--- config.mk ---
export PLATFORM = sky130hd
export DESIGN_NAME = slab_object_allocator_unit
export DESIGN_NICKNAME = d
export VERILOG_FILES = /design/src/rtl/soa_pkg.sv /design/src/rtl/slab_object_allocator_unit.sv
export SDC_FILE = /design/constraint.sdc
export NUM_CORES = 2
export LEC_CHECK = 0
export BUFFER_PORTS_ARGS = -buffer_cell sky130_fd_sc_hd__buf_4
export CAP_MARGIN = 5
export CORE_MARGIN = 3
export CORE_UTILIZATION = 32
export CTS_BUF_LIST = sky130_fd_sc_hd__clkbuf_4 sky130_fd_sc_hd__clkbuf_8 sky130_fd_sc_hd__clkbuf_16
export DETAILED_ROUTE_END_ITERATION = 10
export SLEW_MARGIN = 20
export SYNTH_ARGS = -nofsm -noshare
export SYNTH_HDL_FRONTEND = slang
export SYNTH_SLANG_ARGS = --single-unit
--- constraint.sdc ---
create_clock -name clk -period 9.7 [get_ports clk]
set_input_delay 1.94 -clock clk [delete_from_list [all_inputs] [get_ports clk]]
set_output_delay 1.94 -clock clk [all_outputs]
set_load 0.01 [all_outputs]
--- src/rtl/soa_pkg.sv ---
`timescale 1ns / 1ps
`default_nettype none
// ----------------------------------------------------------------------------
// Slab object allocator package
// Shared field widths, codes, defaults and transfer types of the allocator.
// ----------------------------------------------------------------------------
package soa_pkg;

    // defaults for the top level parameters
    localparam int DEF_MAX_CACHES        = 16;
    localparam int DEF_OBJECTS_PER_CACHE = 64;

    // configuration port
    localparam int CFG_DATA_W  = 7;
    localparam int CFG_INDEX_W = 2;

    localparam logic [CFG_INDEX_W-1:0] REG_OBJECTS_IN_CACHE = 2'd0;
    localparam logic [CFG_INDEX_W-1:0] REG_FIXED_CACHES     = 2'd1;
    localparam logic [CFG_INDEX_W-1:0] REG_CACHE_LIMIT      = 2'd2;

    localparam int OBJ_CNT_REG_W = 7;
    localparam int FIXED_REG_W   = 5;
    localparam int LIMIT_REG_W   = 5;

    localparam logic [OBJ_CNT_REG_W-1:0] RST_OBJECTS_IN_CACHE = 7'd64;
    localparam logic [FIXED_REG_W-1:0]   RST_FIXED_CACHES     = 5'd1;
    localparam logic [LIMIT_REG_W-1:0]   RST_CACHE_LIMIT      = 5'd0;

    // payload field widths
    localparam int CACHE_FIELD_W = 4;
    localparam int OBJ_FIELD_W   = 6;
    localparam int FLAT_FIELD_W  = 10;
    localparam int STATUS_W      = 2;

    // request kinds
    localparam logic REQ_ALLOC = 1'b0;
    localparam logic REQ_FREE  = 1'b1;

    // status codes
    localparam logic [STATUS_W-1:0] ST_OK       = 2'd0;
    localparam logic [STATUS_W-1:0] ST_NO_SPACE = 2'd1;
    localparam logic [STATUS_W-1:0] ST_BAD_FREE = 2'd2;

    typedef struct packed {
        logic                     req_type;
        logic [CACHE_FIELD_W-1:0] free_cache;
        logic [OBJ_FIELD_W-1:0]   free_object;
    } req_t;

    typedef struct packed {
        logic [STATUS_W-1:0]      status;
        logic [CACHE_FIELD_W-1:0] got_cache;
        logic [OBJ_FIELD_W-1:0]   got_object;
        logic [FLAT_FIELD_W-1:0]  flat_index;
    } rsp_t;

endpackage
`default_nettype wire

--- src/rtl/slab_object_allocator_unit.sv ---
`timescale 1ns / 1ps
`default_nettype none
// ----------------------------------------------------------------------------
// Slab object allocator unit
// Bitmap slab allocator: one used map per cache, searched by a sequencer.
// ----------------------------------------------------------------------------
// One request at a time. An allocation walks the caches in index order, one
// cache per cycle through the registered read port of the used-map memory,
// and one shared priority encoder picks the lowest free object of the cache
// in the check slot. The walk covers the effective list length, at most
// MAX_CACHES caches. A hit or a placed cache goes on to S_FLAT, which
// registers the flat index, and then to S_DONE; with no space left the
// scan goes straight to S_DONE. S_DONE loads the output register once it is
// free and returns to S_IDLE. A free reads the map at the transfer edge,
// then takes check and write-back in S_FCHK and the result in S_DONE. The
// input is ready only while the sequencer is idle; the output register holds
// a result until it is taken, and a later request may already run behind
// it. The used maps come out of reset empty through one valid bit per cache,
// so no clearing pass is needed.
module slab_object_allocator_unit #(
    parameter int MAX_CACHES        = soa_pkg::DEF_MAX_CACHES,
    parameter int OBJECTS_PER_CACHE = soa_pkg::DEF_OBJECTS_PER_CACHE
) (
    input  wire logic                               clk,
    input  wire logic                               rst_n,
    input  wire logic                               cfg_wr_en,
    input  wire logic [soa_pkg::CFG_INDEX_W-1:0]    cfg_index,
    input  wire logic [soa_pkg::CFG_DATA_W-1:0]     cfg_data,
    input  wire logic                               in_valid,
    output logic                                    in_ready,
    input  wire soa_pkg::req_t                      in_data,
    output logic                                    out_valid,
    input  wire logic                               out_ready,
    output soa_pkg::rsp_t                           out_data
);
    import soa_pkg::*;

    localparam int CIDX_W = (MAX_CACHES > 1) ? $clog2(MAX_CACHES) : 1;
    localparam int LEN_W  = $clog2(MAX_CACHES + 1);
    localparam int OBJ_W  = (OBJECTS_PER_CACHE > 1) ? $clog2(OBJECTS_PER_CACHE) : 1;
    localparam int OCNT_W = $clog2(OBJECTS_PER_CACHE + 1);
    localparam int PROD_W = OCNT_W + CIDX_W + 1;

    localparam logic [2:0] S_IDLE = 3'd0;
    localparam logic [2:0] S_SCAN = 3'd1;
    localparam logic [2:0] S_FCHK = 3'd2;
    localparam logic [2:0] S_FLAT = 3'd3;
    localparam logic [2:0] S_DONE = 3'd4;

    typedef logic [OBJECTS_PER_CACHE-1:0] word_t;

    // configuration
    logic [OBJ_CNT_REG_W-1:0] objects_in_cache_reg;
    logic [FIXED_REG_W-1:0]   fixed_caches_reg;
    logic [LIMIT_REG_W-1:0]   cache_limit_reg;

    // used-map memory and its per-entry valid bits
    word_t                   used_mem [MAX_CACHES];
    logic [MAX_CACHES-1:0]   mem_vld_reg;
    logic [CIDX_W-1:0]       rd_addr;
    word_t                   rd_data_reg;
    logic                    rd_vld_reg;
    word_t                   rd_word;
    logic                    wr_en;
    logic [CIDX_W-1:0]       wr_addr;
    word_t                   wr_data;

    // sequencer state
    logic [2:0]              state_reg, state_next;
    logic [LEN_W-1:0]        scan_idx_reg, scan_idx_next;
    logic                    chk_valid_reg, chk_valid_next;
    logic [CIDX_W-1:0]       chk_idx_reg, chk_idx_next;
    logic                    have_abs_reg, have_abs_next;
    logic [CIDX_W-1:0]       abs_idx_reg, abs_idx_next;
    logic [LEN_W-1:0]        list_len_reg, list_len_next;
    logic [MAX_CACHES-1:0]   present_reg, present_next;
    logic                    req_type_reg, req_type_next;
    logic [CACHE_FIELD_W-1:0] req_cache_reg, req_cache_next;
    logic [OBJ_FIELD_W-1:0]  req_obj_reg, req_obj_next;
    logic [STATUS_W-1:0]     res_status_reg, res_status_next;
    logic [CIDX_W-1:0]       res_cache_reg, res_cache_next;
    logic [OBJ_W-1:0]        res_obj_reg, res_obj_next;
    logic [FLAT_FIELD_W-1:0] res_flat_reg, res_flat_next;
    logic                    out_valid_reg, out_valid_next;
    rsp_t                    out_data_reg, out_data_next;

    // effective register values
    logic [OCNT_W-1:0]       eff_obj;
    logic [LEN_W-1:0]        eff_fixed;
    logic [LEN_W-1:0]        eff_limit;
    logic [LEN_W-1:0]        eff_len;
    word_t                   obj_mask;

    // shared search unit
    word_t                   avail;
    logic [OBJ_W-1:0]        low_idx;

    // free path
    logic [CIDX_W-1:0]       fc_idx;
    logic [OBJ_W-1:0]        fo_idx;
    word_t                   freed_word;
    logic [PROD_W-1:0]       flat_sum;

    always_comb
    begin
        if (objects_in_cache_reg == '0)
            eff_obj = OCNT_W'(1);
        else if (32'(objects_in_cache_reg) > OBJECTS_PER_CACHE)
            eff_obj = OCNT_W'(OBJECTS_PER_CACHE);
        else
            eff_obj = OCNT_W'(objects_in_cache_reg);

        if (fixed_caches_reg == '0)
            eff_fixed = LEN_W'(1);
        else if (32'(fixed_caches_reg) > MAX_CACHES)
            eff_fixed = LEN_W'(MAX_CACHES);
        else
            eff_fixed = LEN_W'(fixed_caches_reg);

        if (cache_limit_reg == '0 || 32'(cache_limit_reg) > MAX_CACHES)
            eff_limit = LEN_W'(MAX_CACHES);
        else
            eff_limit = LEN_W'(cache_limit_reg);

        eff_len = (list_len_reg < eff_fixed) ? eff_fixed : list_len_reg;
    end

    always_comb
    begin
        for (int b = 0; b < OBJECTS_PER_CACHE; b++)
            obj_mask[b] = (32'(b) < 32'(eff_obj));
    end

    assign rd_word = rd_vld_reg ? rd_data_reg : '0;
    assign avail   = ~rd_word & obj_mask;

    // lowest set bit of the free map
    always_comb
    begin
        low_idx = '0;
        for (int b = OBJECTS_PER_CACHE - 1; b >= 0; b--)
        begin
            if (avail[b])
                low_idx = OBJ_W'(b);
        end
    end

    assign fc_idx     = CIDX_W'(req_cache_reg);
    assign fo_idx     = OBJ_W'(req_obj_reg);
    assign freed_word = rd_word & ~(word_t'(1) << fo_idx);
    assign flat_sum   = PROD_W'(res_obj_reg) + PROD_W'(eff_obj) * PROD_W'(res_cache_reg);

    assign in_ready  = (state_reg == S_IDLE);
    assign out_valid = out_valid_reg;
    assign out_data  = out_data_reg;

    always_comb
    begin
        logic eligible;
        logic hit;
        logic last;
        logic take_abs;
        logic bad_free;

        state_next      = state_reg;
        scan_idx_next   = scan_idx_reg;
        chk_valid_next  = 1'b0;
        chk_idx_next    = chk_idx_reg;
        have_abs_next   = have_abs_reg;
        abs_idx_next    = abs_idx_reg;
        list_len_next   = list_len_reg;
        present_next    = present_reg;
        req_type_next   = req_type_reg;
        req_cache_next  = req_cache_reg;
        req_obj_next    = req_obj_reg;
        res_status_next = res_status_reg;
        res_cache_next  = res_cache_reg;
        res_obj_next    = res_obj_reg;
        res_flat_next   = res_flat_reg;
        out_valid_next  = out_valid_reg;
        out_data_next   = out_data_reg;
        rd_addr         = scan_idx_reg[CIDX_W-1:0];
        wr_en           = 1'b0;
        wr_addr         = chk_idx_reg;
        wr_data         = rd_word;

        eligible = (LEN_W'(chk_idx_reg) < eff_fixed) || present_reg[chk_idx_reg];
        hit      = eligible && (avail != '0);
        last     = (LEN_W'(chk_idx_reg) == eff_len - LEN_W'(1));
        take_abs = !eligible && !have_abs_reg;
        bad_free = (32'(req_cache_reg) >= 32'(eff_len))
                || (32'(req_obj_reg) >= 32'(eff_obj))
                || ((32'(req_cache_reg) >= 32'(eff_fixed)) && !present_reg[fc_idx])
                || !rd_word[fo_idx];

        if (out_valid_reg && out_ready)
            out_valid_next = 1'b0;

        unique case (state_reg)
            S_IDLE:
            begin
                rd_addr = CIDX_W'(in_data.free_cache);
                if (in_valid)
                begin
                    req_type_next  = in_data.req_type;
                    req_cache_next = in_data.free_cache;
                    req_obj_next   = in_data.free_object;
                    scan_idx_next  = '0;
                    have_abs_next  = 1'b0;
                    res_cache_next = '0;
                    res_obj_next   = '0;
                    res_flat_next  = '0;
                    state_next     = (in_data.req_type == REQ_FREE) ? S_FCHK : S_SCAN;
                end
            end

            S_SCAN:
            begin
                // issue one read per cycle, check the word read last cycle
                if (scan_idx_reg < eff_len)
                begin
                    scan_idx_next  = scan_idx_reg + LEN_W'(1);
                    chk_valid_next = 1'b1;
                    chk_idx_next   = scan_idx_reg[CIDX_W-1:0];
                end
                if (chk_valid_reg)
                begin
                    if (hit)
                    begin
                        wr_en           = 1'b1;
                        wr_addr         = chk_idx_reg;
                        wr_data         = rd_word | (word_t'(1) << low_idx);
                        res_status_next = ST_OK;
                        res_cache_next  = chk_idx_reg;
                        res_obj_next    = low_idx;
                        chk_valid_next  = 1'b0;
                        state_next      = S_FLAT;
                    end
                    else
                    begin
                        if (take_abs)
                        begin
                            have_abs_next = 1'b1;
                            abs_idx_next  = chk_idx_reg;
                        end
                        if (last)
                        begin
                            chk_valid_next = 1'b0;
                            res_obj_next   = '0;
                            wr_data        = word_t'(1);
                            if (have_abs_reg || take_abs)
                            begin
                                // revive the first absent slot
                                wr_addr          = have_abs_reg ? abs_idx_reg : chk_idx_reg;
                                wr_en            = 1'b1;
                                present_next[wr_addr] = 1'b1;
                                res_status_next  = ST_OK;
                                res_cache_next   = wr_addr;
                                state_next       = S_FLAT;
                            end
                            else if (eff_len < eff_limit && 32'(eff_len) < MAX_CACHES)
                            begin
                                // append a cache at the end of the list
                                wr_addr          = eff_len[CIDX_W-1:0];
                                wr_en            = 1'b1;
                                present_next[wr_addr] = 1'b1;
                                list_len_next    = eff_len + LEN_W'(1);
                                res_status_next  = ST_OK;
                                res_cache_next   = wr_addr;
                                state_next       = S_FLAT;
                            end
                            else
                            begin
                                res_status_next = ST_NO_SPACE;
                                res_cache_next  = '0;
                                state_next      = S_DONE;
                            end
                        end
                    end
                end
            end

            S_FCHK:
            begin
                if (bad_free)
                    res_status_next = ST_BAD_FREE;
                else
                begin
                    res_status_next = ST_OK;
                    wr_en           = 1'b1;
                    wr_addr         = fc_idx;
                    wr_data         = freed_word;
                    // drop an emptied optional cache
                    if (32'(req_cache_reg) >= 32'(eff_fixed) && (freed_word & obj_mask) == '0)
                    begin
                        present_next[fc_idx] = 1'b0;
                        if (32'(req_cache_reg) == 32'(eff_len) - 1)
                            list_len_next = eff_len - LEN_W'(1);
                    end
                end
                state_next = S_DONE;
            end

            S_FLAT:
            begin
                res_flat_next = FLAT_FIELD_W'(flat_sum);
                state_next    = S_DONE;
            end

            S_DONE:
            begin
                // hold until the output register is free
                if (!out_valid_reg || out_ready)
                begin
                    out_valid_next           = 1'b1;
                    out_data_next.status     = res_status_reg;
                    out_data_next.got_cache  = CACHE_FIELD_W'(res_cache_reg);
                    out_data_next.got_object = OBJ_FIELD_W'(res_obj_reg);
                    out_data_next.flat_index = res_flat_reg;
                    state_next               = S_IDLE;
                end
            end

            default:
            begin
                state_next = S_IDLE;
            end
        endcase
    end

    // used-map memory: one write port, one registered read port
    always_ff @(posedge clk)
    begin
        if (wr_en)
            used_mem[wr_addr] <= wr_data;
        rd_data_reg <= used_mem[rd_addr];
    end

    always_ff @(posedge clk or negedge rst_n)
    begin
        if (!rst_n)
        begin
            mem_vld_reg <= '0;
            rd_vld_reg  <= 1'b0;
        end
        else
        begin
            if (wr_en)
                mem_vld_reg[wr_addr] <= 1'b1;
            rd_vld_reg <= mem_vld_reg[rd_addr];
        end
    end

    always_ff @(posedge clk or negedge rst_n)
    begin
        if (!rst_n)
        begin
            objects_in_cache_reg <= RST_OBJECTS_IN_CACHE;
            fixed_caches_reg     <= RST_FIXED_CACHES;
            cache_limit_reg      <= RST_CACHE_LIMIT;
        end
        else if (cfg_wr_en)
        begin
            unique case (cfg_index)
                REG_OBJECTS_IN_CACHE: objects_in_cache_reg <= cfg_data;
                REG_FIXED_CACHES:     fixed_caches_reg     <= FIXED_REG_W'(cfg_data);
                REG_CACHE_LIMIT:      cache_limit_reg      <= LIMIT_REG_W'(cfg_data);
                default:              ;
            endcase
        end
    end

    always_ff @(posedge clk or negedge rst_n)
    begin
        if (!rst_n)
        begin
            state_reg     <= S_IDLE;
            chk_valid_reg <= 1'b0;
            have_abs_reg  <= 1'b0;
            list_len_reg  <= '0;
            present_reg   <= '0;
            out_valid_reg <= 1'b0;
        end
        else
        begin
            state_reg     <= state_next;
            chk_valid_reg <= chk_valid_next;
            have_abs_reg  <= have_abs_next;
            list_len_reg  <= list_len_next;
            present_reg   <= present_next;
            out_valid_reg <= out_valid_next;
        end
    end

    always_ff @(posedge clk)
    begin
        scan_idx_reg   <= scan_idx_next;
        chk_idx_reg    <= chk_idx_next;
        abs_idx_reg    <= abs_idx_next;
        req_type_reg   <= req_type_next;
        req_cache_reg  <= req_cache_next;
        req_obj_reg    <= req_obj_next;
        res_status_reg <= res_status_next;
        res_cache_reg  <= res_cache_next;
        res_obj_reg    <= res_obj_next;
        res_flat_reg   <= res_flat_next;
        out_data_reg   <= out_data_next;
    end

endmodule
`default_nettype wire

==> reports/results.ini <==
[finish]
stdcell_count=5805
drive_above_1_share=0.214
largest_reg_flops=1024
multi_input_area_um2=17200
nFillCells=15500
antennaDiodeCount=0
final_nets=3610
register_area_um2=35600
stdcell_area_um2=61100
area_delta_synth_final_pct=14.1

[synth]
synth-edff-count=1091
async_reset_ff_frac=0.0502
synth.area.mux_share=0.126
synth.distinct_cells=105
synth_top_area_share=0.612
synthSimpleGateAreaFrac=0.0739
synth_area_leaders=edfxtp_1 (61%), mux4_2 (12%), dfrtp_1 (2.8%)
yosys_warnings=0
netlist_area_um2=53500
synthFlopType=edfxtp_1
netlist_instances=3437
synth-compound-area-share=0.0929
ys_ff_latch=1216
synthesis.nets=3530
synth_xor_area_frac=0.00402
yosys.area.top_type=edfxtp_1
ys_seq_area_frac=0.664
avgSynthCellArea_um2=15.6
synth_most_common_cell=edfxtp_1
synth_top_family_by_area=multiplexers
synth-adder-area-share=0.0180
synth_common_cells=edfxtp_1 (1091), nand2_1 (289), mux4_2 (276)

[cts]
clk_pin_slew_ns=0.07
post_cts_buffers=0
clock_path_buffers=3
clock_tree.root_cell=clkbuf_16
cts_resized=0
clkSinkCount=1216
htree_levels=3
cts_inserted_buffers=116
cts_hold_buf=0
clkLatencyLatePin_ns=0.76
cts_tree=built

[sta]
hold_violations=0
setup_violations=0
rsz0062_at_grt=false
setup_ws_ns=2.58
drv_slew=0
setup-tns-final_ns=0
relSlewSlack=0.175
worst_slew_pin_slew_ns=1.24
max_freq_mhz=140
period_share=0.734
period_needed_ns=7.12
fin_skew_ns=0.0644

[grt]
grtUsageTotal=0.184
met2_usage=0.271
grt_pass1_wl_mm=235
grt_max_degree=131
antenna_found_initial=5
gr-total-overflow=0
grt.met1_usage=0.278
use_met3=0.0314
busiest_layer=met1
grt_pass1_vias=32200

[run_status]
outcome=finished clean

[die]
rows=149
die_area_um2=172000
core_um2=166000
start_util=0.323
die_w_um=415
ios=49
die_h_um=415

[power]
peakVddDrop_uv=307
power_density_nw_per_um2=306
clkPwrFrac=0.240
p_switching_mw=7.04
p_int_mw=11.7
sw_frac_of_total=0.376
combPwrFrac=0.383
power.leakage_nw=20.3
seqPwrFrac=0.377

[worst_setup_path]
path_max_fanout=40
crit_slowest_cell=nor2_1
start_kind=flip-flop
max_stage_delay_ns=0.60
cp.buffers_inverters=4
end_kind=flip-flop
critPathRequiredTime_ns=10.08
worst-setup-path-type=flip-flop to flip-flop
worst_ep_arrival_time_ns=7.50
critPathTopFamily=simple AND/OR/NAND/NOR gates
path_cells=inv_2 -> nand2_1 -> ha_1 -> o211ai_1 -> o21ai_1 -> a21oi_1 -> nor2_1 -> inv_1 -> ha_1 -> nand4_1 -> inv_1 -> a21oi_1 -> o221ai_1 -> o21ai_1 -> nor4b_1 -> a31o_2 -> o211ai_1 -> nand3b_2 -> nor2_4 -> buf_4

[placement]
dp_slack_ns=2.54
globalplace.congestion=0.948
port_buffers=48
dpl_cell_area_um2=57300
placed_cells=5587
place_hpwl_mm=104

[run]
drv_cap=0

[route]
drt-initial-drc-count=4197
drt-vias-per-instance=5.73
wire_per_inst_um=27.9
vias=33300
ant_nets=0
drc_errors=0
dr.pass1.iters=6
wl_mm=162

[worst_hold_path]
hold_path_class=flip-flop to flip-flop

-- power groups by stage --
stage | clock (mW) | sequential (mW) | combinational [mW]
after global routing | 4.79 | 7.06 | 7.68
after detailed placement | 0 | 7.13 | 7.13
after CTS | 4.60 | 7.02 | 7.16
after global placement | 0 | 7.12 | 7.13
final | 4.50 | 7.05 | 7.16
after floorplan | 0 | 6.82 | 4.65
-- per-layer routing --
| metal | vias up | routed length (um) | share of wire |
|---|---|---|---|
| met3 | 257 | 14200 | 0.088 |
| met4 | 0 | 4540 | 0.028 |
| li1 | 14000 | - | - |
| met1 | 17400 | 71300 | 0.44 |
| met2 | 1713 | 71700 | 0.44 |
| met5 | - | 0 | 0 |
-- placed cells by master (no fill, tap or decap), types with 90 or more instances in the layout --
master	instances
nand2_1	289
mux4_2	276
buf_4	176
nor2_1	114
edfxtp_1	1091
o21ai_0	91
clkbuf_16	116
and2_1	94
a31oi_1	90
a21oi_1	166
-- metrics by stage --
stage / power, mW / utilization / hold WS [ns]
global route: 19.5 / 0.369 / 0.422
finish: 18.7 / 0.369 / 0.421
CTS: 18.8 / 0.369 / 0.419
global placement: 14.3 / 0.346 / 0.403
floorplan: 11.5 / - / 0.400
detailed placement: 14.3 / 0.346 / 0.405
-- logic make-up after synthesis --
logic type | count (synthesis)
flops | 1216
simple gates | 776
compound gates | 743
mux | 327
buf+inv | 283
fa+ha+maj | 69
xor+xnor | 23
-- path summary, 6_finish.rpt --
kind / start / to / slack, ns / cells past startpoint
hold / removal: res_flat_reg[3]$_SDFFCE_PN0P_ / out_data[3]$_DFFE_PP_ / 0.42 / 0
hold reg to reg: res_flat_reg[3]$_SDFFCE_PN0P_ / out_data[3]$_DFFE_PP_ / 0.42 / 0
setup reg to reg: fixed_caches_reg[4]$_DFFE_PN0P_ / used_mem[12][25]$_DFFE_PP_ / 2.58 / 20
max in group asynchronous: rst_n / rd_vld_reg$_DFF_PN0_ / 7.77 / 1
setup / recovery: fixed_caches_reg[4]$_DFFE_PN0P_ / used_mem[12][25]$_DFFE_PP_ / 2.58 / 20
min in group asynchronous: rst_n / present_reg[11]$_DFFE_PN0P_ / 1.30 / 1
-- area by class of cell --
type / instances / share of cell area
timing repair buffer: 186 / 0.0250
clock buffer: 154 / 0.0530
clock inverter: 63 / 0.00950
multi-input combinational: 1938 / 0.282
tap: 2189 / 0.0448
inverter: 59 / 0.00362
sequential: 1216 / 0.582
Note: power is estimated with default switching activity, not from simulation.
